File: src/rtl/cbal_pkg.sv
// Package for the cubic Bezier evaluator and chord-length block.
// Holds the opcodes, controller states and the command bundle. No dependencies.
package cbal_pkg;

    typedef enum logic [1:0] {
        OP_LOAD = 2'd0,
        OP_EVAL = 2'd1,
        OP_LEN  = 2'd2,
        OP_NONE = 2'd3
    } cbal_op_t;

    typedef enum logic [3:0] {
        ST_IDLE,
        ST_COEF_C,
        ST_COEF_B,
        ST_COEF_A,
        ST_HINIT,
        ST_MUL,
        ST_ACC,
        ST_SAT,
        ST_SQ_DIFF,
        ST_SQ_MUL,
        ST_SQ_ADD,
        ST_ROOT_INIT,
        ST_SQRT,
        ST_CHORD,
        ST_DONE
    } cbal_state_t;

    // Commands from the controller to the datapath.
    typedef struct packed {
        logic       load;
        logic       start_eval;
        logic       start_len;
        logic       coef_c;
        logic       coef_b;
        logic       coef_a;
        logic       hinit;
        logic       mul;
        logic       acc;
        logic       sat;
        logic       advance;
        logic       sq_diff;
        logic       sq_mul;
        logic       sq_add;
        logic       root_init;
        logic       sqrt_step;
        logic       chord;
        logic       emit;
        logic       len_mode;
        logic [1:0] axis;
        logic [1:0] step;
    } cbal_cmd_t;

    localparam int unsigned ONE_Q16 = 65536;
    localparam int unsigned SQRT_STEPS = 32;

endpackage

File: src/rtl/cbal_ctrl.sv
// Controller state machine of the Bezier block: sequencing, loop counters, handshakes.
// Depends on cbal_pkg.
module cbal_ctrl
    import cbal_pkg::*;
#(
    parameter int unsigned SEGMENTS = 32
)
(
    input  logic      clk,
    input  logic      rst_n,
    input  logic      in_valid,
    input  logic [1:0] op,
    output logic      in_ready,
    output logic      out_valid,
    input  logic      out_ready,
    output cbal_cmd_t cmd
);

    localparam int unsigned KW = $clog2(SEGMENTS + 1);
    localparam logic [KW-1:0] K_LAST = KW'(SEGMENTS);
    localparam logic [4:0] ITER_LAST = 5'(SQRT_STEPS - 1);

    cbal_state_t   state_reg, state_next;
    logic [1:0]    axis_reg, axis_next;
    logic [1:0]    step_reg, step_next;
    logic [KW-1:0] k_reg, k_next;
    logic [4:0]    iter_reg, iter_next;
    logic          len_reg, len_next;
    logic          out_valid_reg, out_valid_next;
    logic          start;
    logic          out_free;

    assign start    = (state_reg == ST_IDLE) && in_valid
                      && ((op == OP_EVAL) || (op == OP_LEN));
    assign out_free = !out_valid_reg || out_ready;
    assign in_ready  = (state_reg == ST_IDLE);
    assign out_valid = out_valid_reg;

    always_comb
    begin
        state_next = state_reg;
        unique case (state_reg)
            ST_IDLE:      if (start) state_next = ST_COEF_C;
            ST_COEF_C:    state_next = ST_COEF_B;
            ST_COEF_B:    state_next = ST_COEF_A;
            ST_COEF_A:    state_next = ST_HINIT;
            ST_HINIT:     state_next = ST_MUL;
            ST_MUL:       state_next = ST_ACC;
            ST_ACC:       state_next = (step_reg == 2'd2) ? ST_SAT : ST_MUL;
            ST_SAT:
            begin
                if (axis_reg != 2'd2)
                    state_next = ST_HINIT;
                else if (!len_reg)
                    state_next = ST_DONE;
                else if (k_reg == '0)
                    state_next = ST_HINIT;
                else
                    state_next = ST_SQ_DIFF;
            end
            ST_SQ_DIFF:   state_next = ST_SQ_MUL;
            ST_SQ_MUL:    state_next = ST_SQ_ADD;
            ST_SQ_ADD:    state_next = (axis_reg == 2'd2) ? ST_ROOT_INIT : ST_SQ_DIFF;
            ST_ROOT_INIT: state_next = ST_SQRT;
            ST_SQRT:      if (iter_reg == ITER_LAST) state_next = ST_CHORD;
            ST_CHORD:     state_next = (k_reg == K_LAST) ? ST_DONE : ST_HINIT;
            ST_DONE:      if (out_free) state_next = ST_IDLE;
            default:      state_next = ST_IDLE;
        endcase
    end

    always_comb
    begin
        cmd            = '0;
        cmd.axis       = axis_reg;
        cmd.step       = step_reg;
        cmd.len_mode   = len_reg;
        cmd.load       = (state_reg == ST_IDLE) && in_valid && (op == OP_LOAD);
        cmd.start_eval = start && (op == OP_EVAL);
        cmd.start_len  = start && (op == OP_LEN);
        cmd.coef_c     = (state_reg == ST_COEF_C);
        cmd.coef_b     = (state_reg == ST_COEF_B);
        cmd.coef_a     = (state_reg == ST_COEF_A);
        cmd.hinit      = (state_reg == ST_HINIT);
        cmd.mul        = (state_reg == ST_MUL);
        cmd.acc        = (state_reg == ST_ACC);
        cmd.sat        = (state_reg == ST_SAT);
        // The first sample only seeds the previous point; later samples do so after the chord.
        // The last chord needs no further sample.
        cmd.advance    = ((state_reg == ST_SAT) && (axis_reg == 2'd2) && len_reg
                          && (k_reg == '0))
                         || ((state_reg == ST_CHORD) && (k_reg != K_LAST));
        cmd.sq_diff    = (state_reg == ST_SQ_DIFF);
        cmd.sq_mul     = (state_reg == ST_SQ_MUL);
        cmd.sq_add     = (state_reg == ST_SQ_ADD);
        cmd.root_init  = (state_reg == ST_ROOT_INIT);
        cmd.sqrt_step  = (state_reg == ST_SQRT);
        cmd.chord      = (state_reg == ST_CHORD);
        cmd.emit       = (state_reg == ST_DONE) && out_free;
    end

    always_comb
    begin
        axis_next      = axis_reg;
        step_next      = step_reg;
        k_next         = k_reg;
        iter_next      = iter_reg;
        len_next       = len_reg;
        out_valid_next = out_valid_reg;
        if (out_ready)
            out_valid_next = 1'b0;
        if (cmd.emit)
            out_valid_next = 1'b1;
        if (start)
        begin
            len_next  = (op == OP_LEN);
            axis_next = 2'd0;
            step_next = 2'd0;
            k_next    = '0;
            iter_next = '0;
        end
        if (cmd.acc)
            step_next = (step_reg == 2'd2) ? 2'd0 : step_reg + 2'd1;
        if (cmd.sat || cmd.sq_add)
            axis_next = (axis_reg == 2'd2) ? 2'd0 : axis_reg + 2'd1;
        if (cmd.sqrt_step)
            iter_next = iter_reg + 5'd1;
        if (cmd.advance)
            k_next = k_reg + KW'(1);
    end

    always_ff @(posedge clk or negedge rst_n)
    begin
        if (!rst_n)
        begin
            state_reg     <= ST_IDLE;
            axis_reg      <= 2'd0;
            step_reg      <= 2'd0;
            k_reg         <= '0;
            iter_reg      <= '0;
            len_reg       <= 1'b0;
            out_valid_reg <= 1'b0;
        end
        else
        begin
            state_reg     <= state_next;
            axis_reg      <= axis_next;
            step_reg      <= step_next;
            k_reg         <= k_next;
            iter_reg      <= iter_next;
            len_reg       <= len_next;
            out_valid_reg <= out_valid_next;
        end
    end

`ifndef SYNTHESIS
    a_emit_free: assert property (@(posedge clk) disable iff (!rst_n)
        cmd.emit |-> (!out_valid_reg || out_ready))
        else $error("result emitted over an unread result");
    a_k_range: assert property (@(posedge clk) disable iff (!rst_n)
        k_reg <= K_LAST)
        else $error("sample counter beyond segment count");
    a_axis_range: assert property (@(posedge clk) disable iff (!rst_n)
        axis_reg != 2'd3)
        else $error("axis counter out of range");
    a_sqrt_len: assert property (@(posedge clk) disable iff (!rst_n)
        (state_reg == ST_SQRT && iter_reg == ITER_LAST) |=> state_reg == ST_CHORD)
        else $error("square root did not finish after its last step");
`endif

endmodule

File: config.mk
export PLATFORM = sky130hd
export DESIGN_NAME = cbal_ctrl
export DESIGN_NICKNAME = d
export VERILOG_FILES = /design/src/rtl/cbal_pkg.sv /design/src/rtl/cbal_ctrl.sv
export SDC_FILE = /design/constraint.sdc
export NUM_CORES = 1
export LEC_CHECK = 0
export BUFFER_PORTS_ARGS = -buffer_cell sky130_fd_sc_hd__buf_2
export CORE_MARGIN = 10
export CORE_UTILIZATION = 58
export CTS_BUF_LIST = sky130_fd_sc_hd__clkbuf_16
export DETAILED_ROUTE_END_ITERATION = 7
export PLACE_DENSITY_LB_ADDON = 0.3
export SLEW_MARGIN = 5
export SYNTH_ARGS = -nofsm -noshare
export SYNTH_HDL_FRONTEND = slang
export SYNTH_SLANG_ARGS = --single-unit
File: constraint.sdc
create_clock -name clk -period 2.7 [get_ports clk]
set_input_delay 0.27 -clock clk [delete_from_list [all_inputs] [get_ports clk]]
set_output_delay 0.27 -clock clk [all_outputs]
set_load 0.03 [all_outputs]
==> impl_metrics.ini, run 1 <==
[timing]
worst_slew_pin_slew_ns = 0.535
maxSlewViolCount = 0
setup_tns_ns = 0
fmax_mhz = 423
min_period_over_period_pct = 87.6
setup_ws_ns = 0.334
max_slew_margin_pct = 64.3
finalSetupViolCount = 0
final-hold-violation-count = 0
finalClockSkew_ns = 0.00181
period_needed_ns = 2.37
rsz0062_at_grt = no

[finish]
largest_reg_flops = 6
drive_gt1_share_pct = 21.6
fin_nets = 199
fill_cells = 208
antenna_cells = 0
syn_to_final_growth_pct = 14.8
finalNonFillerCells = 215

[cts]
cts_num_sinks = 21
ctsHoldBuffers = 1
insertion_delay_ns = 0.25
post_cts_buffers = 0
cts-root-buf = clkbuf_16
cts_buffer_depth = 2
clk_pin_slew_ns = 0.06
numCtsBuffers = 3
cts_resized = 0
cts.htree.levels = 1
cts_tree = done

[placement]
dp_hpwl_mm = 2.54
place_inst = 210
portBuffers = 30
routabilityCongestion = 0.915
dp_slack_ns = 0.650

[die]
rows = 18
die_area_sq_um = 4880
num_io_pins = 31
start_util_pct = 59.3
die_width_um = 69.9
core_sq_um = 2430
dieHeight_um = 69.9

[synth]
netlist_top_cells_count = dfrtp_1 (21), nand3_1 (13), nand2_1 (12)
synth_area_leader_cell = dfrtp_1
dominantRegCellSynth = dfrtp_1
syn_nets = 174
synth_cell_types = 45
yosys_warnings = 0
avgSynthCellArea_sq_um = 8.95
ys_seq_area_share_pct = 36.5
synth_edf_count = 0
synth_area_leaders = dfrtp_1 (36%), ha_1 (6.1%), nand3_1 (4.5%)
netlist_area_sq_um = 1440
synthCells = 161
synth-seq-cells = 21
yosysTopAreaCellShare_pct = 36.5
synthMostInstantiatedCell = dfrtp_1
async_reset_ff_share_pct = 100

[critical_path]
start_kind = flop
crit-reg2reg-capture = k_reg[5]
ff2ff_setup_slack_ns = 0.77
worst-path-max-fanout = 18
cp-end-kind = output port
r2r_start = state_reg[3]
ff2ff_path_depth = 4
setup.worst_path.class = flop to output port
required_ns = 2.43
worstPathArrival_ns = 2.10

[power_and_ir_drop]
max-vdd-ir-drop_mv = 0.756
power_mw = 1.79
power_density_nw_per_um2 = 1080
leakage_nw = 0.841

[grt]
grt_pass1_vias = 1240
grt.total_usage_pct = 14.1
grt-ovfl-total = 0
grt_pass1_wl_mm = 5.87
grt_max_degree = 22
grt_antenna_before_repair = 0

[drt]
post-route-drc-count = 0
vias = 1280
wl_mm = 3.40
dr.pass1.iters = 6
routed_via_density = 5.95
drt_iter0_markers = 113
wl_per_cell_um = 15.8
ant_nets = 0

[run]
maxCapViolCount = 0

[worst_hold_path]
hold_path.class = input port to flop
worst_hold_path.endpoint = out_valid
hold-path-cell-count = 3
min_from = out_ready

[status]
outcome = finished, final reports clean
final cells by class:
type,count,area [sq um],area share [%]
Inverter,11,41.3,2.50
Sequential cell,21,526,31.8
Multi-Input combinational cell,118,810,48.9
Clock inverter,1,5.00,0.303
Timing Repair Buffer,31,160,9.68
Tap cell,30,37.5,2.27
Clock buffer,3,75.1,4.54
routing by layer:
layer | routed length (um) | track usage [%] | vias to the layer above
met5 | 0 | 0 | -
met4 | 63 | 4.82 | 0
met3 | 166 | 3.25 | 9
met2 | 1740 | 24.9 | 46
met1 | 1430 | 16.1 | 601
li1 | - | - | 624
cell usage in the layout, fill, tap and decap left out, types with 4 or more instances in the layout:
cell type,instances
nor2_1,10
nand2_1,12
dfrtp_1,21
nor3_1,7
o21ai_0,10
nand2b_1,9
buf_2,30
ha_1,7
inv_1,11
nand3_1,13
and3_1,4
metrics by stage:
stage	hold WS (ns)	util (%)	instance area, sq um
6_report	0.379	68.0	1650
5_1_grt	0.421	68.0	1650
4_1_cts	0.371	68.0	1650
3_5_place_dp	0.254	64.3	1560
3_3_place_gp	0.247	64.3	1560
2_1_floorplan	-0.0256	-	1440
critical path, stage by stage, from the launching register on:
cell      delay (ns)
dfrtp_1         0.68
nand2_1         0.24
a211oi_2        0.54
nor2_4          0.12
inv_1           0.07
buf_2           0.19
kinds of logic after synthesis:
group | share of synthesized area [%]
AO/OA/AOI/OAI | 17.9
multiplexers | 2.95
buffers and inverters | 7.38
XOR/XNOR | 1.22
AND/OR/NAND/NOR | 28.0
flip-flops | 36.5
adder cells (fa/ha/maj) | 6.08
how the worst max path moves through the flow:
stage | from | to | slack, ns | cells past startpoint
4_1_cts | state_reg[3] | cmd[12] | 0.35 | 5
3_5_place_dp | state_reg[3] | cmd[12] | 0.65 | 5
2_1_floorplan | state_reg[3] | cmd[20] | 0.82 | 4
3_3_place_gp | state_reg[3] | cmd[12] | 0.71 | 5
5_1_grt | state_reg[3] | cmd[12] | 0.15 | 5
6_report | state_reg[3] | cmd[12] | 0.33 | 5
where the power goes:
| part | leakage [nW] | switching (mW) | internal (mW) |
|---|---|---|---|
| logic | 0.524 | 0.504 | 0.314 |
| clock network | 0.0409 | 0.118 | 0.199 |
| registers | 0.276 | 0.225 | 0.430 |
| total | 0.841 | 0.846 | 0.944 |
Power figures use the tool's default switching activity.
==> inputs of run 2 (changes only) <==
--- a/config.mk
+++ b/config.mk
@@ -7,7 +7,7 @@
 export LEC_CHECK = 0
 export BUFFER_PORTS_ARGS = -buffer_cell sky130_fd_sc_hd__buf_2
 export CORE_MARGIN = 10
-export CORE_UTILIZATION = 58
+export CORE_UTILIZATION = 50
 export CTS_BUF_LIST = sky130_fd_sc_hd__clkbuf_16
 export DETAILED_ROUTE_END_ITERATION = 7
 export PLACE_DENSITY_LB_ADDON = 0.3
==> impl_metrics.ini, run 2 (synthesis gave the netlist of run 1 again) <==
[critical_path]
worstPathArrival_ns = 2.10
ff2ff_path_depth = 4
cp-end-kind = output port
setup.worst_path.class = flop to output port
start_kind = flop
required_ns = 2.43
worst-path-max-fanout = 18

[power_and_ir_drop]
p_switching_mw = 0.847
power_frac_seq_pct = 36.5
power_mw = 1.79
leakage_nw = 0.841
swShare_pct = 47.3
combPwrFrac_pct = 45.7
max-vdd-ir-drop_mv = 0.722
power_frac_clock_pct = 17.8
power_density_nw_per_um2 = 1080
p_int_mw = 0.944

[timing]
setup_ws_ns = 0.328
finalClockSkew_ns = 0.00322
fmax_mhz = 422
min_period_over_period_pct = 87.8
worst_slew_pin_slew_ns = 0.543
maxSlewViolCount = 0
setup_tns_ns = 0
holdWs_ns = 0.416
max_slew_margin_pct = 63.7
finalSetupViolCount = 0
rsz0062_at_grt = no
period_needed_ns = 2.37
final-hold-violation-count = 0

[drt]
wl_mm = 3.54
routed_via_density = 5.87
wl_per_cell_um = 16.4
vias = 1268
post-route-drc-count = 0
drt_iter0_markers = 107
ant_nets = 0
dr.pass1.iters = 4

[placement]
dp_slack_ns = 0.632
dp_hpwl_mm = 2.54
portBuffers = 30
place_inst = 211
routabilityCongestion = 0.899

[run]
maxCapViolCount = 0

[worst_hold_path]
hold_path.class = input port to flop
hold-path-cell-count = 3

[cts]
cts-root-buf = clkbuf_16
cts_num_sinks = 21
cts.htree.levels = 1
clk_pin_slew_ns = 0.06
insertion_delay_ns = 0.26
cts_buffer_depth = 2
cts_tree = done
cts_resized = 0
numCtsBuffers = 3

[grt]
grt-ovfl-total = 0
grt_pass1_vias = 1228
grt.total_usage_pct = 13.2
grt_max_degree = 22
grt_antenna_before_repair = 0
grt_pass1_wl_mm = 5.87

[die]
num_io_pins = 31
die_width_um = 73.7
core_sq_um = 2760
die_area_sq_um = 5430
start_util_pct = 52.3
rows = 19
dieHeight_um = 73.7

[finish]
fin_nets = 199
drive_gt1_share_pct = 21.6
final_common_cell = buf_2
largest_reg_flops = 6
antenna_cells = 0
syn_to_final_growth_pct = 14.8
fill_cells = 248
finalNonFillerCells = 216
final_cell_mix = buf_2 (30), dfrtp_1 (21), nand3_1 (13)

[status]
outcome = finished, final reports clean
[run 2: cell counts in the layout (fill, tap and decap cells not counted)]
Identical to the previous run, type by type.
[run 2: critical path, cell delays in order, from the launching register on]
cell and delay (ns):
dfrtp_1 0.68, nand2_1 0.24, a211oi_2 0.54, nor2_4 0.12
inv_1 0.08, buf_2 0.19
[run 2: final timing paths]
check	start	to	slack [ns]
max	state_reg[3]	cmd[12]	0.33
min	out_ready	out_valid	0.42
max reg2reg	state_reg[3]	k_reg[2]	0.77
min reg2reg	iter_reg[2]	iter_reg[2]	0.49
max in group asynchronous	rst_n	k_reg[0]	1.86
min in group asynchronous	rst_n	state_reg[1]	0.51
[run 2: layout make-up]
| cell class | count | area, sq um | share of cell area [%] |
|---|---|---|---|
| tap | 31 | 38.8 | 2.34 |
| sequential | 21 | 526 | 31.7 |
| clock inverter | 1 | 5.00 | 0.302 |
| clock buffer | 3 | 75.1 | 4.54 |
| multi-input combinational | 118 | 810 | 48.9 |
| timing repair buffer | 31 | 160 | 9.67 |
| inverter | 11 | 41.3 | 2.49 |
[run 2: routing by layer]
| layer | track usage (%) | up-vias | wire (um) |
|---|---|---|---|
| met4 | 3.93 | 0 | 51 |
| met2 | 20.8 | 41 | 1690 |
| met5 | 0 | - | 0 |
| met1 | 16.7 | 595 | 1480 |
| met3 | 4.17 | 7 | 310 |
| li1 | - | 625 | - |
[run 2: power groups by stage]
| stage | logic (mW) | registers [mW] | clock network (mW) |
|---|---|---|---|
| after detailed placement | 0.814 | 0.655 | 0 |
| after global placement | 0.805 | 0.640 | 0 |
| after CTS | 0.828 | 0.652 | 0.318 |
| after global routing | 0.911 | 0.684 | 0.333 |
| after floorplan | 0.702 | 0.596 | 0 |
| final | 0.818 | 0.654 | 0.319 |
[run 2: through the flow]
| stage | utilization (%) | area (sq um) |
|---|---|---|
| 6_report | 60.0 | 1660 |
| 5_1_grt | 60.0 | 1660 |
| 4_1_cts | 60.0 | 1660 |
| 3_5_place_dp | 56.8 | 1570 |
| 3_3_place_gp | 56.8 | 1570 |
| 2_1_floorplan | - | 1440 |
[run 2: repair_timing]
item	4_1_cts	5_1_grt
hold buffers	1	0
setup buffers	0	0
hold endpoints to repair	21	0
